<file path="config.mk">
export PLATFORM = sky130hd
export DESIGN_NAME = pixel_layer_blend_compose_unit
export DESIGN_NICKNAME = d
export VERILOG_FILES = /design/src/design/plbc_pkg.sv /design/src/design/pixel_layer_blend_compose_unit.sv
export VERILOG_INCLUDE_DIRS = /design/src /design/src/design
export SDC_FILE = /design/constraint.sdc
export NUM_CORES = 1
export LEC_CHECK = 0
export ABC_CLOCK_PERIOD_IN_PS = 7100
export BUFFER_PORTS_ARGS = -buffer_cell sky130_fd_sc_hd__buf_2
export CAP_MARGIN = 20
export CORE_AREA = 4 4 135 124
export DETAILED_ROUTE_END_ITERATION = 8
export DIE_AREA = 0 0 139 128
export GPL_TIMING_DRIVEN = 0
export PLACE_DENSITY = 0.78
export SLEW_MARGIN = 20
export SYNTH_ARGS = -nofsm -noshare
export SYNTH_HDL_FRONTEND = slang
export SYNTH_SLANG_ARGS = --single-unit
</file>
<file path="constraint.sdc">
create_clock -name clk_i -period 7.1 [get_ports clk_i]
set_input_delay 1.42 -clock clk_i [delete_from_list [all_inputs] [get_ports clk_i]]
set_output_delay 1.42 -clock clk_i [all_outputs]
set_load 0.02 [all_outputs]
</file>
<file path="src/design/pixel_layer_blend_compose_unit_defines.svh">
// assertion macros for the pixel layer blend compositor
`ifndef PIXEL_LAYER_BLEND_COMPOSE_UNIT_DEFINES_SVH
`define PIXEL_LAYER_BLEND_COMPOSE_UNIT_DEFINES_SVH

// same-cycle implication, checked out of reset
`define PLBC_ASSERT_NOW(lbl, ante, cons) \
  lbl: assert property (@(posedge clk_i) disable iff (!rst_ni) (ante) |-> (cons)) \
    else $error("plbc assertion failed");

// next-cycle implication, checked out of reset
`define PLBC_ASSERT_NEXT(lbl, ante, cons) \
  lbl: assert property (@(posedge clk_i) disable iff (!rst_ni) (ante) |=> (cons)) \
    else $error("plbc assertion failed");

`endif

</file>
<file path="src/design/plbc_pkg.sv">
// types, constants and the channel mix function of the pixel compositor
`timescale 1ns / 1ps
`default_nettype none

package plbc_pkg;

  localparam int unsigned ColorW = 15;
  localparam int unsigned ChanW  = 5;
  localparam int unsigned CoefW  = 5;
  localparam int unsigned CfgIdxW  = 3;
  localparam int unsigned CfgDataW = 15;

  localparam logic [ColorW-1:0] ColorWhite = 15'h7fff;
  localparam logic [ColorW-1:0] ColorBlack = 15'h0000;
  localparam logic [CoefW-1:0]  CoefMax    = 5'h10;
  localparam logic [ChanW-1:0]  ChanMax    = 5'h1f;

  typedef enum logic [1:0] {
    ModeOff   = 2'd0,
    ModeAlpha = 2'd1,
    ModeWhite = 2'd2,
    ModeBlack = 2'd3
  } blend_mode_e;

  typedef enum logic [CfgIdxW-1:0] {
    CfgBlendMode    = 3'd0,
    CfgCoefFirst    = 3'd1,
    CfgCoefSecond   = 3'd2,
    CfgFadeAmount   = 3'd3,
    CfgBackdrop     = 3'd4,
    CfgBdFirstTgt   = 3'd5,
    CfgBdSecondTgt  = 3'd6
  } cfg_idx_e;

  // first member sits in the highest bits: matches the tuser layout
  typedef struct packed {
    logic       second_blends;
    logic       top_blends;
    logic [1:0] layer_count;
  } pix_flags_t;

  function automatic logic [CoefW-1:0] clamp_coef(logic [CoefW-1:0] v);
    return (v > CoefMax) ? CoefMax : v;
  endfunction

  // per channel (a*wa + b*wb) >> 4, saturated at 31
  function automatic logic [ColorW-1:0] mix_color(logic [ColorW-1:0] a,
                                                  logic [ColorW-1:0] b,
                                                  logic [CoefW-1:0]  wa,
                                                  logic [CoefW-1:0]  wb);
    logic [ColorW-1:0] res;
    logic [10:0]       sum;
    logic [6:0]        shr;
    res = '0;
    for (int ch = 0; ch < 3; ch++) begin
      sum = ({6'b0, a[ch*ChanW +: ChanW]} * {6'b0, wa}) +
            ({6'b0, b[ch*ChanW +: ChanW]} * {6'b0, wb});
      shr = sum[10:4];
      res[ch*ChanW +: ChanW] = (|shr[6:5]) ? ChanMax : shr[ChanW-1:0];
    end
    return res;
  endfunction

endpackage

`default_nettype wire

</file>
<file path="src/design/pixel_layer_blend_compose_unit.sv">
// pixel compositor: layer blend and fade, one pixel per cycle while the output is not stalled
// pipeline: two register stages, the input register and then the result register
// throughput: one word per cycle unless the output stalls; each register holds one word
// the blend is six 5x5 products (two per channel) and a saturating add between the registers
// reset: rst_ni async active low clears valid flags and all config registers to zero
`timescale 1ns / 1ps
`default_nettype none

`include "pixel_layer_blend_compose_unit_defines.svh"

module pixel_layer_blend_compose_unit (
  input  wire logic                          clk_i,
  input  wire logic                          rst_ni,
  input  wire logic                          cfg_we_i,
  input  wire logic [plbc_pkg::CfgIdxW-1:0]  cfg_index_i,
  input  wire logic [plbc_pkg::CfgDataW-1:0] cfg_data_i,
  input  wire logic                          s_axis_tvalid,
  output      logic                          s_axis_tready,
  // [14:0] top_color, [29:15] second_color, [31:30] zero
  input  wire logic [31:0]                   s_axis_tdata,
  // [1:0] layer_count, [2] top_blends, [3] second_blends
  input  wire logic [3:0]                    s_axis_tuser,
  output      logic                          m_axis_tvalid,
  input  wire logic                          m_axis_tready,
  // [14:0] out_color, [15] zero
  output      logic [15:0]                   m_axis_tdata
);
  import plbc_pkg::*;

  // config registers
  logic [1:0]        mode_q;
  logic [CoefW-1:0]  coef_first_q, coef_second_q, fade_q;
  logic [ColorW-1:0] bd_color_q;
  logic              bd_first_q, bd_second_q;

  always_ff @(posedge clk_i or negedge rst_ni) begin
    if (!rst_ni) begin
      mode_q        <= '0;
      coef_first_q  <= '0;
      coef_second_q <= '0;
      fade_q        <= '0;
      bd_color_q    <= '0;
      bd_first_q    <= 1'b0;
      bd_second_q   <= 1'b0;
    end else if (cfg_we_i) begin
      case (cfg_index_i)
        CfgBlendMode:   mode_q        <= cfg_data_i[1:0];
        CfgCoefFirst:   coef_first_q  <= cfg_data_i[CoefW-1:0];
        CfgCoefSecond:  coef_second_q <= cfg_data_i[CoefW-1:0];
        CfgFadeAmount:  fade_q        <= cfg_data_i[CoefW-1:0];
        CfgBackdrop:    bd_color_q    <= cfg_data_i[ColorW-1:0];
        CfgBdFirstTgt:  bd_first_q    <= cfg_data_i[0];
        CfgBdSecondTgt: bd_second_q   <= cfg_data_i[0];
        default: ;
      endcase
    end
  end

  // input register stage
  logic              in_valid_q;
  logic [ColorW-1:0] top_q, second_q;
  pix_flags_t        flags_q;
  logic              out_valid_q;
  logic [ColorW-1:0] out_color_q;
  logic [ColorW-1:0] out_color_d;
  logic              out_free;

  assign out_free      = !out_valid_q || m_axis_tready;
  assign s_axis_tready = !in_valid_q || out_free;

  always_ff @(posedge clk_i or negedge rst_ni) begin
    if (!rst_ni) begin
      in_valid_q <= 1'b0;
    end else if (s_axis_tready) begin
      in_valid_q <= s_axis_tvalid;
    end
  end

  always_ff @(posedge clk_i) begin
    if (s_axis_tready && s_axis_tvalid) begin
      top_q    <= s_axis_tdata[14:0];
      second_q <= s_axis_tdata[29:15];
      flags_q  <= s_axis_tuser;
    end
  end

  // blend select and mix
  logic              covered, resolved;
  logic [CoefW-1:0]  eva, evb, evy;
  logic [ColorW-1:0] base, mix_a, mix_b;
  logic [CoefW-1:0]  wa, wb;
  logic              do_mix;

  always_comb begin
    covered  = |flags_q.layer_count;
    resolved = flags_q.layer_count[1];
    eva      = clamp_coef(coef_first_q);
    evb      = clamp_coef(coef_second_q);
    evy      = clamp_coef(fade_q);
    base     = covered ? top_q : bd_color_q;
    mix_a    = base;
    mix_b    = resolved ? second_q : bd_color_q;
    wa       = eva;
    wb       = evb;
    do_mix   = 1'b0;
    case (mode_q)
      ModeOff: begin
        do_mix = 1'b0;
      end
      ModeAlpha: begin
        if (resolved) begin
          do_mix = flags_q.top_blends && flags_q.second_blends;
        end else if (covered) begin
          do_mix = flags_q.top_blends && bd_second_q;
        end
      end
      ModeWhite, ModeBlack: begin
        mix_b  = (mode_q == ModeWhite) ? ColorWhite : ColorBlack;
        wa     = CoefMax - evy;
        wb     = evy;
        do_mix = covered ? flags_q.top_blends : bd_first_q;
      end
      default: ;
    endcase
    out_color_d = do_mix ? mix_color(mix_a, mix_b, wa, wb) : base;
  end

  // result register
  always_ff @(posedge clk_i or negedge rst_ni) begin
    if (!rst_ni) begin
      out_valid_q <= 1'b0;
    end else if (out_free) begin
      out_valid_q <= in_valid_q;
    end
  end

  always_ff @(posedge clk_i) begin
    if (out_free && in_valid_q) begin
      out_color_q <= out_color_d;
    end
  end

  assign m_axis_tvalid = out_valid_q;
  assign m_axis_tdata  = {1'b0, out_color_q};

  `PLBC_ASSERT_NEXT(a_word_moves_to_output, in_valid_q && out_free, out_valid_q)
  `PLBC_ASSERT_NEXT(a_stalled_word_kept, in_valid_q && !out_free, in_valid_q)
  `PLBC_ASSERT_NOW(a_ready_when_output_free, !out_valid_q, s_axis_tready)

endmodule

`default_nettype wire

</file>
After elaboration in Yosys (flattened, before gate mapping):

Index checks and enable logic that the tools add are counted.

* word-level logic and storage cells: 76
* output and inout bits: 18
* input bits: 59
* register bits after elaboration: 85

* add/subtract/negate cells: 4
* eq/ne operators: 9
* reductions and logical operators: 22
* muxes and demuxes: 17
* order comparisons: 3
* multipliers: 6

Operators by type and width (number)
* $mux W15: 5
* $mul A5 B5 Y10: 6
* $mux W5: 8
* $add A10 B10 Y11: 3
* $gt A5 B5 Y1 const B: 3
* $reduce_and A2 Y1: 7
* $reduce_or A2 Y1: 5
* $eq A3 B3 Y1 const B: 3
* $eq A3 B2 Y1 const B: 2
* $sub A5 B5 Y5 const A: 1
* $eq A2 B2 Y1 const B: 2
* $logic_and A1 B1 Y1: 4
* $eq A3 B1 Y1 const B: 1
* $logic_not A3 Y1: 1
* $mux W1: 3
* $pmux W1 S3: 1
* $eq A2 B1 Y1 const B: 1
* $logic_not A1 Y1: 2
* $logic_not A2 Y1: 1
* $logic_or A1 B1 Y1: 2

Logic depth before layout (Yosys ltp):

Gate-level depths: netlist of the first run.

* word-level depth: 9
* mapped depth: 26
* mapped depth without buffers: 25

Worst setup path before layout of the first run:

No wires, ideal clock.

* path type: register to register
* start: reg flags_q[1] (netlist bit)
* end: reg out_color_q[2], data pin
* buffers on the path: 2
* library setup time: 0.261 ns
* stages on the path, launching flop included: 23
* arrival time: 6.415 ns
* data required time: 6.839 ns
* path slack: 0.424 ns
* clock period less this slack: 6.676 ns
* path through: edfxtp_1 -> buf_2 -> buf_1 -> mux2_2 -> o21ai_0 -> nor2_1 -> fa_1 -> inv_1 -> fa_1 -> inv_1 -> fa_1 -> fa_1 -> inv_1 -> fa_1 -> inv_1 -> ha_1 -> nand2_1 -> or4_4 -> a2111oi_4 -> o311a_2 -> o211ai_1 -> nor3b_2 -> a311o_1

* longest elaborated chain between the ends: 7
* elaborated cells on any way between the ends: 14
* those cells by class: add/sub (1); mul (2); mux (9); reduce/logical (2)

RTL lines
* start: declaration: RTL line pixel_layer_blend_compose_unit.sv:62 `pix_flags_t flags_q;`
* start signal: assignment: RTL line pixel_layer_blend_compose_unit.sv:83 `flags_q <= s_axis_tuser;`
* $reduce_or A2 Y1 / $mux W15 (equally long branches): RTL line pixel_layer_blend_compose_unit.sv:95, pixel_layer_blend_compose_unit.sv:102
* $mux W15, on equally long branches: RTL line pixel_layer_blend_compose_unit.sv:100, pixel_layer_blend_compose_unit.sv:106
* $mul A5 B5 Y10, on equally long branches: RTL line plbc_pkg.sv:56, plbc_pkg.sv:57
* $add A10 B10 Y11: RTL line plbc_pkg.sv:56 `sum = ({6'b0, a[ch*ChanW +: ChanW]} * {6'b0, wa}) +`
* $reduce_or A2 Y1: RTL line plbc_pkg.sv:59 `res[ch*ChanW +: ChanW] = (|shr[6:5]) ? ChanMax : shr[ChanW-1:0];`
* $mux W5: RTL line plbc_pkg.sv:59
* $mux W15 *: RTL line pixel_layer_blend_compose_unit.sv:125 `out_color_d = do_mix ? mix_color(mix_a, mix_b, wa, wb) : base;`
* named net out_color_d[2]: RTL line pixel_layer_blend_compose_unit.sv:65 `logic [ColorW-1:0] out_color_d;`
* end signal: assignment: RTL line pixel_layer_blend_compose_unit.sv:139 `out_color_q <= out_color_d;`
* end: declaration: RTL line pixel_layer_blend_compose_unit.sv:64 `logic [ColorW-1:0] out_color_q;`

Mark *: on every way through the listed nets, which the timed path passes. The rest lies on a longest branch.
A chain may end at the register's enable or synchronous reset.

Final worst setup path of the first run:

* start: reg mode_q[1]
* end: reg out_color_q[2], data pin

* longest elaborated chain between the ends: 8
* elaborated cells on any way between the ends: 16
* those cells by class: add/sub (1); mul (2); eq/ne (3); mux (7); reduce/logical (3)

RTL lines
* start: declaration: RTL line pixel_layer_blend_compose_unit.sv:31 `logic [1:0] mode_q;`
* start signal: assignment: RTL line pixel_layer_blend_compose_unit.sv:47 `CfgBlendMode: mode_q <= cfg_data_i[1:0];`
* $eq A2 B2 Y1, on equally long branches: RTL line pixel_layer_blend_compose_unit.sv:106, pixel_layer_blend_compose_unit.sv:118
* $reduce_or A2 Y1 / $mux W15 (equally long branches): RTL line pixel_layer_blend_compose_unit.sv:106, pixel_layer_blend_compose_unit.sv:118
* $mux W5 / $mux W15 (equally long branches): RTL line pixel_layer_blend_compose_unit.sv:106 `case (mode_q)`
* $mul A5 B5 Y10, on equally long branches: RTL line plbc_pkg.sv:56, plbc_pkg.sv:57
* $add A10 B10 Y11: RTL line plbc_pkg.sv:56
* $reduce_or A2 Y1: RTL line plbc_pkg.sv:59
* $mux W5: RTL line plbc_pkg.sv:59
* $mux W15 *: RTL line pixel_layer_blend_compose_unit.sv:125
* named net out_color_d[2]: RTL line pixel_layer_blend_compose_unit.sv:65

Marked as above.

==> results.tsv, run 1 <==
stage	metric	value	unit
power_and_ir_drop	static-leakage-power	0.00462	uW
clock_tree	root_buffer	clkbuf_16	
synth	yosysUniqueCellTypes	68	
floorplan	initial_core_util	55.1	%
synth	synth_seq_cells	85	
final_layout	nets	1112	
setup_path	worstSetupPathType	reg2reg	
synth	syn_area	8420	um^2
setup_path	critPathLaunch	mode_q[1]	
floorplan	chipHeight	128	um
grt	grt.total_usage	23.6	%
sta	finalMaxSlewViolations	0	
synth	synth-async-reset-ratio	42.4	%
setup_path	worst-path-max-fanout	10	
sta	fin_crit	6850	ps
power_and_ir_drop	ir_drop	0.415	mV
final_layout	final_common_cell	nor2_1	
grt	grt_overflow	0	
sta	period_share	96.5	%
setup_path	worstPathArrival	6970	ps
sta	fin_skew	14.9	ps
setup_path	worst_r2r_startpoint	mode_q[1]	
synth	ys.flop_type	edfxtp_1	
setup_path	worst_setup_path_start_kind	register	
clock_tree	hold_buffers	0	
synth	synth_area_leaders	fa_1 21%, edfxtp_1 17%, ha_1 14%	
sta	setup_viol	0	
sta	tightest_slew	1110	ps
synth	syn_nets	1026	
grt	antenna_found_initial	0	
final_layout	fill_cells	1244	
route	route.detailed.drc	0	
place	dp_hpwl	15.7	mm
grt	grt_max_degree	37	
hold_path	hold_class	reg2reg	
clock_tree	clock_latency	360	ps
grt	grt_pass1_vias	6206	
place	pre_cts_ws	-462	ps
grt	grt_pass1_wl	32.8	mm
power_and_ir_drop	finalPower	5010	uW
final_layout	area_growth	12.5	%
sta	relSlewSlack	26.1	%
sta	finalSetupTns	0	ps
setup_path	critPathCaptureType	register	
hold_path	hold_depth	1	
clock_tree	ctsLongestPathBuffers	2	
floorplan	boundaryPins	77	
route	via_per_inst	5.77	
power_and_ir_drop	p_per_area	529	nW/um^2
final_layout	drive_above_1_share	23.6	%
clock_tree	htreeDepth	3	
synth	syn_area_per_cell	10.7	um^2
outcome	status	finished, final reports clean	
sta	rsz0062_at_grt	false	
synth	yosysWarnings	0	
synth	seq_area_frac_synth	28.2	%
clock_tree	clkSinkCount	85	
place	port_buffers	73	
clock_tree	cts_inserted_buffers	9	
setup_path	reg2regPathDepth	21	
place	finalWeightedCongestion	0.937	
floorplan	placementRows	43	
sta	max_freq	146	MHz
setup_path	cp.required	7210	ps
job	drv_cap	0	
route	first_pass_iters	5	
clock_tree	cts.reportedPaths.clkPinSlew	80	ps
floorplan	coreArea	15300	um^2
hold_path	hold_path_startpoint	in_valid_q	
route	wl_per_cell	18.7	um
route	ant_nets	0	
synth	synth_edf_count	49	
route	drtIter0Drc	595	
route	vias	6225	
synth	netlist_instances	786	
route	drt_wl_total	20.2	mm
clock_tree	cts_tree	yes	
sta	hold_violations	0	
sta	worst_slack	246	ps
final_layout	final_cell_mix	126 x nor2_1, 91 x inv_1, 91 x ha_1	
synth	yosysTopAreaCellShare	21.4	%
floorplan	fp.dieArea	17800	um^2
final_layout	diodes	0	
synth	yosysTopAreaCell	fa_1	
floorplan	die_x	139	um
[timing repair]
item	CTS	global route
resized for setup	12	34
buffers inserted	0	1
pin swaps	0	0
setup endpoints to repair	10	10
endpoints found under the hold margin	0	0
[cell families after synthesis]
group,Yosys count,synth area share (%)
fa+ha+maj,181,34.9
compound gates,88,7.79
mux,70,9.20
other cells,1,0.0445
simple gates,235,13.1
xor+xnor,15,1.56
flops,85,28.2
buf+inv,111,5.17
[metrics by stage]
| step | util, % | std cells | area [um^2] | hold WS [ps] |
|---|---|---|---|---|
| after global routing | 62.0 | 1079 | 9470 | 510 |
| final | 62.0 | 1079 | 9470 | 491 |
| after global placement | 59.1 | 1061 | 9040 | 462 |
| after CTS | 61.3 | 1078 | 9370 | 497 |
| after detailed placement | 59.3 | 1062 | 9060 | 486 |
| after floorplan | - | 786 | 8420 | 449 |
[cells in the mapped netlist, types with 3 or more instances]
cell type  count
nor2_1       127
ha_1          91
inv_1         91
fa_1          90
mux2_2        55
edfxtp_1      49
dfrtp_1       36
nand2_1       33
o21ai_0       19
or2_2         19
a21oi_1       16
mux2i_1       14
clkbuf_1      13
xnor2_1       11
a211o_1        9
nand2b_1       9
a21o_1         8
nor3_1         7
a22oi_1        5
a2bb2oi_1      5
nand4b_1       4
nor3b_1        4
xor2_1         4
a22o_1         3
and2_1         3
nand3_1        3
nor2b_1        3
nor4_1         3
or3_1          3
[cell type report]
class                      instances  area [um^2]  share of cell area (%)
buffer                            20          128                    1.35
clock buffer                       9          225                    2.38
clock inverter                     7         66.3                   0.700
inverter                          91          342                    3.61
multi-input combinational        590         5690                    60.1
sequential                        85         2370                    25.1
tap                              202          253                    2.67
timing repair buffer              75          393                    4.15
[routing by layer]
metal	up-vias	track usage [%]	wire [um]
li1	2840	-	-
met1	3084	33.3	8530
met2	255	38.2	9280
met3	46	4.44	1910
met4	0	5.58	511
met5	-	0	0
[worst max-delay path: stages, from the launching register on]
cell and delay [ps]:
dfrtp_1 340, buf_6 140, clkbuf_2 280, clkbuf_4 300, o21ai_1 220, or2_2 350, fa_1 510, fa_1 550
inv_1 50, fa_1 510, fa_1 550, inv_1 60, fa_1 530, inv_1 40, ha_1 400, nand2_1 90
or4_4 460, a2111oi_4 380, o311a_2 270, o211ai_1 80, nor3b_2 190, a311o_1 290
[sequential cells by signal (all words and copies together), names as in the netlist, 2 cells and up]
register	cells
bd_color_q	15
out_color_q	15
second_q	15
top_q	15
coef_first_q	5
coef_second_q	5
fade_q	5
flags_q	4
mode_q	2
[where the power goes]
part           switching [uW]  internal (uW)  leakage (uW)  total, uW
Combinational            2140           1690       0.00358       3820
Clock                     228            246      0.000143        475
Sequential               59.7            654      0.000899        714
Total                    2420           2590       0.00462       5010
[worst paths after layout]
kind	end	slack, ps
hold reg to reg	m_axis_tvalid	490
hold / removal	m_axis_tvalid	490
setup / recovery	out_color_q[2]	250
setup reg to reg	out_color_q[2]	250
min in group asynchronous	bd_color_q[6]	1170
max in group asynchronous	fade_q[4]	5320
Power figures use the tool's default switching activity.
==> inputs of run 2 (changes only) <==
--- a/config.mk
+++ b/config.mk
@@ -6,14 +6,15 @@
 export SDC_FILE = /design/constraint.sdc
 export NUM_CORES = 1
 export LEC_CHECK = 0
+export ABC_AREA = 1
 export ABC_CLOCK_PERIOD_IN_PS = 7100
 export BUFFER_PORTS_ARGS = -buffer_cell sky130_fd_sc_hd__buf_2
 export CAP_MARGIN = 20
-export CORE_AREA = 4 4 135 124
+export CORE_AREA = 4 4 138 127
 export DETAILED_ROUTE_END_ITERATION = 8
-export DIE_AREA = 0 0 139 128
+export DIE_AREA = 0 0 142 131
 export GPL_TIMING_DRIVEN = 0
-export PLACE_DENSITY = 0.78
+export PLACE_DENSITY = 0.77
 export SLEW_MARGIN = 20
 export SYNTH_ARGS = -nofsm -noshare
 export SYNTH_HDL_FRONTEND = slang
==> run 2 against run 1 <==
  * Cell area is 3.5% higher
  * Sequential cell count unchanged
  * Fmax is 5.6% higher
  * Count of clock-buffer cells in the layout stayed put
  * Global-route usage rose by 0.90 points
  * Setup slack gained 360 ps
  * Critical path depth grew 7
  * Via count up 17%
  * First-iteration DRC count fell by 4.2%
==> results.tsv, run 2 <==
stage	metric	value	unit	change
outcome	status	finished, final reports clean		unchanged
synth	synth_seq_cells	85		unchanged
grt	grt_pass1_wl	35.7	mm	was 32.8 mm
clock_tree	cts.reportedPaths.clkPinSlew	70	ps	was 80 ps
floorplan	boundaryPins	77		unchanged
power_and_ir_drop	power.switching	2330	uW	was 2420 uW
place	pre_cts_ws	336	ps	was -462 ps
power_and_ir_drop	finalPower	4450	uW	was 5010 uW
job	drv_cap	0		unchanged
final_layout	regArea	2370	um^2	about the same
power_and_ir_drop	static-leakage-power	0.00533	uW	was 0.00462 uW
power_and_ir_drop	p_per_area	454	nW/um^2	was 529 nW/um^2
route	wl_per_cell	15.9	um	was 18.7 um
sta	rsz0062_at_grt	false		unchanged
synth	ys.flop_type	edfxtp_1		unchanged
synth	netlist_top_cells_count	230 x nand2_1, 181 x inv_1, 146 x nor2_1, 91 x ha_1, 90 x fa_1		was 127 x nor2_1, 91 x ha_1, 91 x inv_1, 90 x fa_1, 55 x mux2_2
sta	finalMaxSlewViolations	0		unchanged
floorplan	placementRows	44		was 43
clock_tree	clkSinkCount	85		unchanged
place	finalWeightedCongestion	0.928		was 0.937
clock_tree	cts_setup_buffers	0		unchanged
setup_path	critPathCaptureType	register		unchanged
final_layout	area_growth	10.9	%	was 12.5%
grt	grt_pass1_vias	7316		was 6,206
grt	grt_overflow	0		unchanged
setup_path	cpMostUsedCell	nand2_1		was fa_1
clock_tree	hold_buffers	0		unchanged
sta	setup_viol	0		unchanged
power_and_ir_drop	ir_drop	0.211	mV	was 0.415 mV
clock_tree	post_cts_resized	0		was 12
synth	seq_area_frac_synth	26.8	%	was 28.2%
power_and_ir_drop	p_int	2130	uW	was 2590 uW
synth	syn_area	8840	um^2	was 8420 um^2
setup_path	cpPeakStageDelay	560	ps	was 550 ps
synth	synth_area_leaders	fa_1 20%, edfxtp_1 17%, ha_1 13%		was fa_1 21%, edfxtp_1 17%, ha_1 14%
place	dp_hpwl	17.3	mm	was 15.7 mm
final_layout	drive_above_1_share	13.4	%	was 23.6%
route	route.detailed.drc	0		unchanged
floorplan	chipHeight	131	um	was 128 um
route	via_per_inst	5.37		was 5.77
sta	fin_skew	10.5	ps	was 14.9 ps
sta	finalSetupTns	0	ps	unchanged
setup_path	worst_setup_path_start_kind	register		unchanged
setup_path	worstSetupPathType	reg2reg		unchanged
setup_path	cp.required	7220	ps	was 7210 ps
route	ant_nets	0		unchanged
clock_tree	root_buffer	clkbuf_16		unchanged
synth	synth_edf_count	49		unchanged
sta	hold_ws	491	ps	about the same
final_layout	final_common_cell	nand2_1		was nor2_1
sta	period_share	91.4	%	was 96.5%
grt	grt_max_degree	37		unchanged
final_layout	diodes	0		unchanged
power_and_ir_drop	p_clk_share	11.2	%	was 9.5%
hold_path	hold_class	reg2reg		unchanged
floorplan	die_x	142	um	was 139 um
clock_tree	cts_tree	yes		unchanged
floorplan	fp.dieArea	18600	um^2	was 17,800 um^2
final_layout	multi_input_area	5650	um^2	was 5690 um^2
power_and_ir_drop	comb_power_share	73.8	%	was 76.3%
synth	yosysTopAreaCell	fa_1		unchanged
clock_tree	clock_latency	370	ps	was 360 ps
synth	netlist_instances	1059		was 786
final_layout	fill_cells	1356		was 1,244
synth	synth-async-reset-ratio	42.4	%	unchanged
setup_path	worst-path-max-fanout	9		was 10
synth	yosysWarnings	0		unchanged
grt	grt.total_usage	24.5	%	was 23.6%
sta	worst_slack	609	ps	was 246 ps
route	vias	7289		was 6,225
route	drtIter0Drc	570		was 595
power_and_ir_drop	pwr-share-seq	15.0	%	was 14.2%
clock_tree	cts_inserted_buffers	9		unchanged
route	drt_wl_total	21.5	mm	was 20.2 mm
synth	syn_area_per_cell	8.35	um^2	was 10.7 um^2
floorplan	coreArea	16000	um^2	was 15,300 um^2
power_and_ir_drop	swShare	52.2	%	was 48.4%
floorplan	initial_core_util	55.2	%	was 55.1%
synth	yosysUniqueCellTypes	45		was 68
clock_tree	htreeDepth	3		unchanged
sta	max_freq	154	MHz	was 146 MHz
clock_tree	ctsLongestPathBuffers	2		unchanged
grt	antenna_found_initial	0		unchanged
setup_path	crit_slowest_cell	fa_1		unchanged
sta	relSlewSlack	36.3	%	was 26.1%
synth	yosysTopAreaCellShare	20.4	%	was 21.4%
route	first_pass_iters	5		unchanged
sta	tightest_slew	945	ps	was 1110 ps
synth	synth_most_common_cell	nand2_1		was nor2_1
final_layout	nets	1385		was 1,112
final_layout	final_cell_mix	230 x nand2_1, 181 x inv_1, 146 x nor2_1		was 126 x nor2_1, 91 x inv_1, 91 x ha_1
place	port_buffers	73		unchanged
setup_path	worstPathArrival	6610	ps	was 6970 ps
sta	hold_violations	0		unchanged
synth	syn_nets	1299		was 1,026
sta	fin_crit	6490	ps	was 6850 ps
run 2: cell count changes in the layout (fill, tap and decap cells not counted), moves of 12 or more:
cell / previous run / this run
a21oi_1: 15 / 29
inv_1: 91 / 181
mux2_2: 55 / 9
mux2i_1: 12 / 0
nand2_1: 33 / 230
nand2_2: 0 / 20
nand3_1: 3 / 42
nor2_1: 126 / 146
o21ai_0: 13 / 35
or2_2: 19 / 3
run 2: cell families after synthesis:
| group | Yosys count | share of synthesized area [%] |
|---|---|---|
| XOR/XNOR | 5 | 0.580 |
| adder cells (fa/ha/maj) | 181 | 33.3 |
| AO/OA/AOI/OAI | 96 | 6.14 |
| multiplexers | 9 | 1.15 |
| other | 1 | 0.0424 |
| AND/OR/NAND/NOR | 470 | 22.6 |
| flip-flops | 85 | 26.8 |
| buffers and inverters | 212 | 9.38 |
run 2: metrics by stage:
stage	instance area, um^2	utilization, %	instances
floorplan	8840	-	1059
global placement	9460	59.1	1339
detailed placement	9490	59.3	1341
CTS	9800	61.2	1357
global route	9800	61.2	1357
finish	9800	61.2	1357
run 2: final cells by class:
type | instances | share of cell area [%]
repair buffers | 75 | 3.99
multi-input cells | 762 | 57.6
flip-flops and latches | 85 | 24.2
plain buffers | 21 | 1.12
clock buffers | 9 | 2.30
clock inverters | 7 | 0.791
inverters | 191 | 7.34
well taps | 207 | 2.64
run 2: worst paths after layout:
| kind | from | end | slack (ps) | cells after the start |
|---|---|---|---|---|
| setup reg to reg | fade_q[4] | out_color_q[1] | 610 | 28 |
| hold reg to reg | coef_first_q[1] | coef_first_q[1] | 490 | 2 |
| max in group asynchronous | rst_ni | fade_q[1] | 5410 | 1 |
| min in group asynchronous | rst_ni | bd_color_q[10] | 1150 | 1 |
| hold / removal | coef_first_q[1] | coef_first_q[1] | 490 | 2 |
| setup / recovery | fade_q[4] | out_color_q[1] | 610 | 28 |
run 2: worst max-delay path, delay by kind of cell, from the launching register on:
| kind | cells | cell delay (ps) |
|---|---|---|
| AOI/OAI and AO/OA | 3 | 550 |
| adders and majority gates | 7 | 2860 |
| xor gates and xnor gates | 1 | 240 |
| DFF | 1 | 430 |
| buffers and inverters | 7 | 930 |
| and+or+nand+nor | 10 | 1240 |
run 2: per-layer routing:
metal | global-route usage [%] | routed length, um | up-vias | share of wire, %
met5 | 0 | 0 | - | 0
met4 | 8.35 | 676 | 0 | 3.1
met3 | 5.49 | 1750 | 53 | 8.1
met2 | 39.6 | 9810 | 294 | 46
met1 | 32.8 | 9280 | 3452 | 43
li1 | - | - | 3490 | -
run 2: power groups by stage:
stage,Sequential [uW],Clock (uW),Combinational (uW)
6_report,669,497,3290
5_1_grt,677,520,3790
4_1_cts,669,501,3260
3_5_place_dp,679,0,3210
3_3_place_gp,678,0,3130
2_1_floorplan,704,0,2480
